### config.mk
export PLATFORM = sky130hd
export DESIGN_NAME = pi_controller_clamped_integrator
export DESIGN_NICKNAME = d
export VERILOG_FILES = /design/src/hw/rtl/pcci_pkg.sv /design/src/hw/rtl/pcci_cfg_regs.sv /design/src/hw/rtl/pcci_mul.sv /design/src/hw/rtl/pi_controller_clamped_integrator.sv
export SDC_FILE = /design/constraint.sdc
export NUM_CORES = 2
export LEC_CHECK = 0
export ABC_CLOCK_PERIOD_IN_PS = 11500
export CORE_UTILIZATION = 60
export CTS_CLUSTER_DIAMETER = 30
export DETAILED_ROUTE_END_ITERATION = 8
export DONT_BUFFER_PORTS = 1
export PLACE_DENSITY = 0.76
export SKIP_CTS_REPAIR_TIMING = 1
export SYNTH_ARGS = -nofsm -noshare
export SYNTH_HDL_FRONTEND = slang
export SYNTH_SLANG_ARGS = --single-unit
### constraint.sdc
create_clock -name clk -period 11.5 [get_ports clk]
set_input_delay 1.725 -clock clk [delete_from_list [all_inputs] [get_ports clk]]
set_output_delay 1.725 -clock clk [all_outputs]
set_load 0.01 [all_outputs]
### src/hw/rtl/pcci_pkg.sv
package pcci_pkg;

  localparam int unsigned CfgIdxW = 3;

  typedef enum logic [CfgIdxW-1:0] {
    REG_PROP_GAIN     = 3'd0,
    REG_INTEG_GAIN    = 3'd1,
    REG_SAMPLE_PERIOD = 3'd2,
    REG_OUT_MIN       = 3'd3,
    REG_OUT_MAX       = 3'd4,
    REG_INTEG_MIN     = 3'd5,
    REG_INTEG_MAX     = 3'd6
  } cfg_idx_t;

  typedef enum logic [1:0] {
    SAT_NONE = 2'd0,
    SAT_HIGH = 2'd1,
    SAT_LOW  = 2'd2
  } sat_code_t;

  localparam logic REQ_STEP  = 1'b0;
  localparam logic REQ_CLEAR = 1'b1;

  typedef enum logic [2:0] {
    ST_IDLE,
    ST_MUL_P,
    ST_MUL_A,
    ST_MUL_D,
    ST_INTEG,
    ST_OUTP
  } state_t;

  typedef struct packed {
    logic signed [31:0] prop_gain;
    logic signed [31:0] integ_gain;
    logic        [31:0] sample_period;
    logic signed [31:0] out_min;
    logic signed [31:0] out_max;
    logic signed [31:0] integ_min;
    logic signed [31:0] integ_max;
  } cfg_t;

  function automatic logic signed [31:0] sat32(input logic signed [41:0] v);
    logic signed [41:0] hi;
    logic signed [41:0] lo;
    hi = 42'sd2147483647;
    lo = -42'sd2147483648;
    if (v > hi) begin
      return 32'sh7FFFFFFF;
    end else if (v < lo) begin
      return 32'sh80000000;
    end else begin
      return v[31:0];
    end
  endfunction

endpackage

### src/hw/rtl/pcci_cfg_regs.sv
module pcci_cfg_regs
  import pcci_pkg::*;
(
  input  logic               clk,
  input  logic               rst_n,
  input  logic               cfg_valid,
  output logic               cfg_ready,
  input  logic [CfgIdxW-1:0] cfg_index,
  input  logic [31:0]        cfg_data,
  output cfg_t               cfg_o
);

  cfg_t cfg_r;

  assign cfg_ready = 1'b1;
  assign cfg_o     = cfg_r;

  always_ff @(posedge clk) begin
    if (!rst_n) begin
      cfg_r.prop_gain     <= '0;
      cfg_r.integ_gain    <= '0;
      cfg_r.sample_period <= '0;
      cfg_r.out_min       <= 32'sh80000000;
      cfg_r.out_max       <= 32'sh7FFFFFFF;
      cfg_r.integ_min     <= 32'sh80000000;
      cfg_r.integ_max     <= 32'sh7FFFFFFF;
    end else if (cfg_valid) begin
      unique case (cfg_index)
        REG_PROP_GAIN:     cfg_r.prop_gain     <= cfg_data;
        REG_INTEG_GAIN:    cfg_r.integ_gain    <= cfg_data;
        REG_SAMPLE_PERIOD: cfg_r.sample_period <= cfg_data;
        REG_OUT_MIN:       cfg_r.out_min       <= cfg_data;
        REG_OUT_MAX:       cfg_r.out_max       <= cfg_data;
        REG_INTEG_MIN:     cfg_r.integ_min     <= cfg_data;
        REG_INTEG_MAX:     cfg_r.integ_max     <= cfg_data;
        default: ;
      endcase
    end
  end

endmodule

### src/hw/rtl/pcci_mul.sv
module pcci_mul
  import pcci_pkg::*;
(
  input  logic               clk,
  input  logic signed [32:0] op_a,
  input  logic signed [32:0] op_b,
  output logic signed [65:0] prod
);

  logic signed [65:0] prod_r;

  always_ff @(posedge clk) begin
    prod_r <= op_a * op_b;
  end

  assign prod = prod_r;

endmodule

### src/hw/rtl/pi_controller_clamped_integrator.sv
// PI controller with a clamped integrator, signed Q16.16 data and Q8.24 gains.
// A step word is taken when the block is idle; its result is loaded into the
// output register from ST_OUTP, and the next word can be taken once the block
// is back in ST_IDLE. A clear word leaves the block idle and gives no result.
// A step runs through three passes of the one shared 33 by 33 bit multiplier
// (proportional term, integral term, scaling by the sample period) followed
// by the integrator clamp and the output clamp. A finished result waits in the
// output register while the next word is accepted; if it has still not been
// taken when the next result is ready, the block holds until it is.
module pi_controller_clamped_integrator
  import pcci_pkg::*;
(
  input  logic               clk,
  input  logic               rst_n,
  input  logic               in_valid,
  output logic               in_stall,
  input  logic               in_req_type,
  input  logic signed [31:0] in_error_in,
  output logic               out_valid,
  input  logic               out_stall,
  output logic signed [31:0] out_drive,
  output logic [1:0]         out_sat,
  output logic               out_integ_clamped,
  input  logic               cfg_valid,
  output logic               cfg_ready,
  input  logic [CfgIdxW-1:0] cfg_index,
  input  logic [31:0]        cfg_data
);

  cfg_t               cfg;
  state_t             state_r, state_nxt;
  logic signed [31:0] err_r;
  logic signed [31:0] p_r;
  logic signed [31:0] integ_r, integ_nxt;
  logic               iclamp_r, iclamp_nxt;
  logic               out_valid_r;
  logic signed [31:0] drive_r, drive_nxt;
  logic [1:0]         sat_r, sat_nxt;
  logic               oclamp_r;
  logic signed [32:0] op_a, op_b;
  logic signed [65:0] prod;
  logic signed [31:0] a_val, d_val;
  logic signed [32:0] cand, sum;
  logic               accept, load_out;

  pcci_cfg_regs u_cfg (
    .clk       (clk),
    .rst_n     (rst_n),
    .cfg_valid (cfg_valid),
    .cfg_ready (cfg_ready),
    .cfg_index (cfg_index),
    .cfg_data  (cfg_data),
    .cfg_o     (cfg)
  );

  pcci_mul u_mul (
    .clk  (clk),
    .op_a (op_a),
    .op_b (op_b),
    .prod (prod)
  );

  assign in_stall = (state_r != ST_IDLE);
  assign accept   = in_valid && !in_stall;
  assign a_val    = sat32(prod[65:24]);
  assign d_val    = prod[63:32];
  assign cand     = {integ_r[31], integ_r} + {d_val[31], d_val};
  assign sum      = {p_r[31], p_r} + {integ_r[31], integ_r};
  assign load_out = (state_r == ST_OUTP) && (!out_valid_r || !out_stall);

  always_comb begin
    op_a = {cfg.prop_gain[31], cfg.prop_gain};
    op_b = {err_r[31], err_r};
    unique case (state_r)
      ST_MUL_A: op_a = {cfg.integ_gain[31], cfg.integ_gain};
      ST_MUL_D: begin
        op_a = {a_val[31], a_val};
        op_b = {1'b0, cfg.sample_period};
      end
      default: ;
    endcase
  end

  always_comb begin
    integ_nxt  = integ_r;
    iclamp_nxt = iclamp_r;
    if (cand > $signed({cfg.integ_max[31], cfg.integ_max}) && !err_r[31]) begin
      integ_nxt  = cfg.integ_max;
      iclamp_nxt = 1'b1;
    end else if (cand < $signed({cfg.integ_min[31], cfg.integ_min}) && err_r[31]) begin
      integ_nxt  = cfg.integ_min;
      iclamp_nxt = 1'b1;
    end else begin
      integ_nxt  = sat32({{9{cand[32]}}, cand});
      iclamp_nxt = 1'b0;
    end
  end

  always_comb begin
    if (sum >= $signed({cfg.out_max[31], cfg.out_max})) begin
      drive_nxt = cfg.out_max;
      sat_nxt   = SAT_HIGH;
    end else if (sum <= $signed({cfg.out_min[31], cfg.out_min})) begin
      drive_nxt = cfg.out_min;
      sat_nxt   = SAT_LOW;
    end else begin
      drive_nxt = sum[31:0];
      sat_nxt   = SAT_NONE;
    end
  end

  always_comb begin
    state_nxt = state_r;
    unique case (state_r)
      ST_IDLE: begin
        if (accept && in_req_type == REQ_STEP) begin
          state_nxt = ST_MUL_P;
        end
      end
      ST_MUL_P: state_nxt = ST_MUL_A;
      ST_MUL_A: state_nxt = ST_MUL_D;
      ST_MUL_D: state_nxt = ST_INTEG;
      ST_INTEG: state_nxt = ST_OUTP;
      ST_OUTP: begin
        if (load_out) begin
          state_nxt = ST_IDLE;
        end
      end
      default: state_nxt = ST_IDLE;
    endcase
  end

  always_ff @(posedge clk) begin
    if (!rst_n) begin
      state_r     <= ST_IDLE;
      integ_r     <= '0;
      out_valid_r <= 1'b0;
    end else begin
      state_r <= state_nxt;
      if (accept && in_req_type == REQ_CLEAR) begin
        integ_r <= '0;
      end else if (state_r == ST_INTEG) begin
        integ_r <= integ_nxt;
      end
      if (load_out) begin
        out_valid_r <= 1'b1;
      end else if (!out_stall) begin
        out_valid_r <= 1'b0;
      end
    end
  end

  always_ff @(posedge clk) begin
    if (accept) begin
      err_r <= in_error_in;
    end
    if (state_r == ST_MUL_A) begin
      p_r <= sat32(prod[65:24]);
    end
    if (state_r == ST_INTEG) begin
      iclamp_r <= iclamp_nxt;
    end
    if (load_out) begin
      drive_r  <= drive_nxt;
      sat_r    <= sat_nxt;
      oclamp_r <= iclamp_r;
    end
  end

  assign out_valid         = out_valid_r;
  assign out_drive         = drive_r;
  assign out_sat           = sat_r;
  assign out_integ_clamped = oclamp_r;

endmodule
# Word level (Yosys, flattened, before mapping)
# Index checks and enable logic that the tools add are counted.
[op_classes]
addsub = 2
n_mul = 1
order_cmp = 8
n_eq_ne = 14
mux = 17
n_bitwise = 2
reduce_logical = 23
[op_table]
columns = ["op", "n"]
rows = [
  ["$mux 32", 8],
  ["$add 32x32->33", 2],
  ["$mul 33x33->66", 1],
  ["$pmux 33 s2", 1],
  ["$gt 42x32->1 const B", 1],
  ["$lt 42x32->1 const B", 1],
  ["$ge 33x32->1", 1],
  ["$gt 33x32->1", 1],
  ["$gt 33x32->1 const B", 1],
  ["$le 33x32->1", 1],
  ["$lt 33x32->1", 1],
  ["$lt 33x32->1 const B", 1],
  ["$mux 33", 1],
  ["$pmux 3 s6", 1],
  ["$reduce_and 2->1", 8],
  ["$eq 3x3->1 const B", 5],
  ["$eq 3x2->1 const B", 4],
  ["$eq 3x1->1 const B", 2],
  ["$logic_and 1x1->1", 6],
  ["$logic_not 3->1", 2],
  ["$mux 3", 2],
  ["$logic_not 1->1", 4],
  ["$ne 2x2->1 const B", 2],
  ["$mux 1", 3],
  ["other kinds (6)", 7],
]
[totals]
ff_bits = 426
output_inout_bits = 38
wordCells = 84

# Longest topological paths before layout
[logic_depth]
ltp_word = 6
mapped_depth = 36
depth_no_buf = 33

# Modules after synthesis
# A second synthesis with hierarchy kept.
[hier_totals]
hier_cells = 6676
area_unflattened_um2 = 62504.9
[by_module_without_submodules]
columns = ["mod", "n_inst", "cells_per_inst", "area_each_um2", "seq_area_each_um2"]
rows = [
  ["pcci_mul", 1, 4283, 40403.8, 1321.3],
  ["pi_controller_clamped_integrator", 1, 1588, 13626.8, 3723.6],
  ["pcci_cfg_regs", 1, 805, 8474.4, 4484.3],
]

# Worst setup path after synthesis
# Ideal clock, no wire load.
[synth_timing]
kind = "reg-to-reg"
from = "reg state_r[0]"
to = "reg u_mul.prod_r[64], in the netlist u_mul.prod[64]"
setup_time_ns = 0.127
arrival_ns = 9.293
required_time_ns = 11.373
slack_ns = 2.079
path_stages_with_launch = 30
n_path_buf = 4
synth_period_minus_slack_ns = 9.421
path_cell_list = "dfxtp_1 clkbuf_1 clkbuf_1 mux2i_1 a21oi_1 clkbuf_1 clkbuf_1 nand2_1 fa_1 inv_1 fa_1 fa_1 fa_1 fa_1 fa_1 inv_1 fa_1 fa_1 inv_1 ha_1 nand2_1 nand2_1 a21o_1 a21o_1 a21o_1 a21o_1 or2_2 a2111oi_1 o31ai_2 xor2_1"
[synth_via]
elab_chain_len = 3
word_cells_on_any_way = 5
classes_between = "mul: 1; eq/ne: 2; mux: 2"
[synth_lines]
columns = ["item", "line", "rtl"]
rows = [
  ["start: declaration", "pi_controller_clamped_integrator.sv:31", "state_t state_r, state_nxt;"],
  ["start signal: assignment", "pi_controller_clamped_integrator.sv:139", "state_r <= state_nxt;"],
  ["$eq 3x2->1", "pi_controller_clamped_integrator.sv:74", "unique case (state_r)"],
  ["$pmux 33 s2 / $mux 33 (equally long branches)", "pi_controller_clamped_integrator.sv:74", ""],
  ["$mul 33x33->66 *", "pcci_mul.sv:13", "prod_r <= op_a * op_b;"],
  ["end signal: assignment", "pcci_mul.sv:13", ""],
  ["end: declaration", "pcci_mul.sv:10", "logic signed [65:0] prod_r;"],
]
# Every way passes the cells marked *; elsewhere a longest branch is shown, timed or not.
# A chain may end at the register's enable or synchronous reset.

# Worst setup path in the final report
[layout_timing]
from = "reg state_r[1]"
to = "reg u_mul.prod_r[64], in the netlist u_mul.prod[64]"
# Same word-level chain as after synthesis.

==> reports/results.tsv <==
metric	value	unit
port buffer count	0	
H-Tree Depth	3	
setup TNS after final layout	0	ps
Syn Area/Cell	8.93	um^2
FFs w/ async S/R, synth	0	%
final setup violation count	0	
Die Y	317	um
clock buffer depth	3	
Layout area overhead	8.40	%
Routed Antenna Nets	0	
max_cap viols	1	
Syn Nets	8253	
slowest stage delay, CP	1330	ps
Die Area	0.100	mm^2
Slew @ Worst Pin	1500	ps
initial antenna violation count	12	
startpoint types	flop	
slowest CP cell	mux2i_1	
Synth Warn #	0	
hpwl dp	163000	um
# DRC	0	
CTS tree	yes	
vias in the first global route	50360	
worst hold slack	419	ps
Nets	8169	
Worst Path Class, Setup	reg2reg	
Via density	6.10	
I/O pins	111	
Post-Synthesis Cells	6650	
Crit Path Max Fanout	9	
violated checks	max-capacitance violations, max-slew violations	
Iter 0 DRT Violations	5099	
Total GRT Usage	42.7	%
initial core utilization	60.5	%
Setup Skew	49.0	ps
floorplan die width	317	um
Max Slew Vio Count	1	
Max IR drop VDD	0.834	mV
outcome	finished with violations	
relative slew slack	-2.57	%
fin crit share	91.2	%
layout cells sized above 1	6.03	%
routed length per instance	26.3	um
P_leak	31.5	nW
Critical Path RT	12030	ps
Synth cell types	94	
CTS sink cnt	402	
1st-pass router iterations	6	
Post-Syn Area	0.0594	mm^2
sequential fraction of the synthesis area	15.2	%
global placer's final weighted congestion	1.05	
Synth Flop Type	dfxtp_1	
Post-Route WL	209000	um
min cycle time layout	10490	ps
CTS buffer count	93	
Worst Setup End Kind	flop	
Fmax	95.4	MHz
# rows	115	
Root Driver	clkbuf_16	
largest net degree at the start of global routing	231	
Final Hold Vio Count	0	
most frequent CP cell	fa_1	
WP data arrival	11020	ps
worst-skew pair later-pin latency	680	ps
placeable core area	0.0981	mm^2
number of synthesized flops with an enable pin	100	
vias	48454	
first-pass GRT wire length	313000	um
P per Cell Area	318	mW/mm^2
worst min path class	reg2reg	
RSZ-0062 raised after global routing	false	
Clk pin slew, worst setup/hold paths	50	ps
total grt overflow	0	
number of synthesized register bits	402	
area by class of cell:
cell class                 instances  area [um^2]
antenna                            6         15.0
fill                            7896        33800
inverter                        1286         4830
clock buffer                     121         2590
timing repair buffer             136         1050
sequential                       402         9050
multi-input combinational       4647        44500
tap                             1287         1610
clock inverter                    53          681
synthesized netlist by cell type, drive strengths merged (66+ instances only):
| cell type | count | area share [%] |
|---|---|---|
| inv | 1283 | 8.1 |
| fa | 1123 | 38 |
| nand2 | 1028 | 6.5 |
| nor2 | 639 | 4.0 |
| ha | 407 | 8.6 |
| dfxtp | 302 | 10 |
| clkbuf | 287 | 1.8 |
| o21ai | 180 | 1.5 |
| a21oi | 178 | 1.5 |
| a21boi | 163 | 2.1 |
| a21o | 138 | 1.7 |
| edfxtp | 100 | 5.1 |
| o211ai | 79 | 1.0 |
| xnor2 | 66 | 1.0 |
registers in the layout (all words and copies together) (netlist names):
| register | count |
|---|---|
| u_mul.prod | 42 |
| out_integ_clamped | 1 |
| out_valid | 1 |
| iclamp_r | 1 |
| err_r | 32 |
| out_drive | 32 |
| integ_r | 32 |
| state_r | 3 |
| out_sat | 2 |
| u_cfg.cfg_o | 224 |
| p_r | 32 |
layout by cell type, fill, tap and decap left out, types with 11 or more instances in the layout:
master,netlist,routed
inv_1,1283,1283
nand2b_1,43,42
o21bai_1,22,22
mux2i_1,53,36
clkbuf_1,287,16
nor2_1,638,630
fa_1,1123,1123
o21a_1,50,50
maj3_1,11,11
a21o_1,138,138
nor2b_1,24,24
a211oi_1,17,17
ha_1,407,407
o22ai_1,15,15
o211a_1,27,27
o221ai_1,20,19
mux2i_2,1,11
a21oi_1,177,176
and2_1,26,26
buf_4,2,134
nand3_1,41,40
mux2_2,26,26
dfxtp_1,302,301
clkbuf_16,0,96
o21ai_0,148,140
o21ai_1,31,36
nor3_1,24,22
xnor2_1,65,65
xor2_1,40,40
nand2_1,1026,1026
a21boi_0,162,162
o211ai_1,77,77
and3_1,19,18
a31oi_1,18,18
nand4_1,33,33
edfxtp_1,100,100
cell families after synthesis:
kind of cell    Yosys count  share of synthesized area, %
fa+ha+maj              1542                          46.7
other cells               1                       0.00632
flops                   402                          15.2
simple gates           1916                          13.1
buf+inv                1601                          10.2
mux                      80                          1.41
compound gates         1002                          11.8
xor+xnor                106                          1.60
report_power, final:
part / switching (mW) / internal (mW)
logic: 9.81 / 5.97
registers: 0.132 / 1.80
clock network: 0.946 / 1.81
total: 10.9 / 9.58
worst max-delay path: cells and delay by family (launching register included):
| kind | cells | cell delay [ps] |
|---|---|---|
| adders and majority gates | 9 | 5050 |
| buffers and inverters | 5 | 920 |
| muxes | 1 | 1330 |
| DFF | 1 | 460 |
| and+or+nand+nor | 5 | 1090 |
| xor gates and xnor gates | 1 | 150 |
| AOI/OAI and AO/OA | 6 | 1320 |
worst paths after layout:
check	startpoint	endpoint	slack [ps]	cells past startpoint
max	state_r[1]	u_mul.prod[64]	1010	27
min	iclamp_r	out_integ_clamped	420	0
max reg2reg	state_r[1]	u_mul.prod[64]	1010	27
min reg2reg	iclamp_r	out_integ_clamped	420	0
per-layer routing:
| metal | share of wire, % | track usage, % | vias to the layer above |
|---|---|---|---|
| met2 | 42 | 63.1 | 3134 |
| li1 | - | - | 20527 |
| met5 | 0.096 | 0 | - |
| met3 | 14 | 17.1 | 839 |
| met4 | 7.6 | 27.0 | 10 |
| met1 | 36 | 52.2 | 23944 |
through the flow:
| step | utilization [%] | std cells | total power [mW] | setup WS, ps | area (um^2) |
|---|---|---|---|---|---|
| 2_1_floorplan | - | 6650 | 12.8 | 2080 | 59400 |
| 3_3_place_gp | 62.2 | 7758 | 17.1 | 1430 | 61100 |
| 3_5_place_dp | 62.2 | 7758 | 17.3 | 1320 | 61100 |
| 4_1_cts | 65.6 | 7932 | 20.2 | 1200 | 64300 |
| 5_1_grt | 65.6 | 7933 | 22.2 | 765 | 64300 |
| 6_report | 65.6 | 7938 | 20.5 | 1010 | 64300 |
Note: power is estimated with default switching activity, not from simulation.
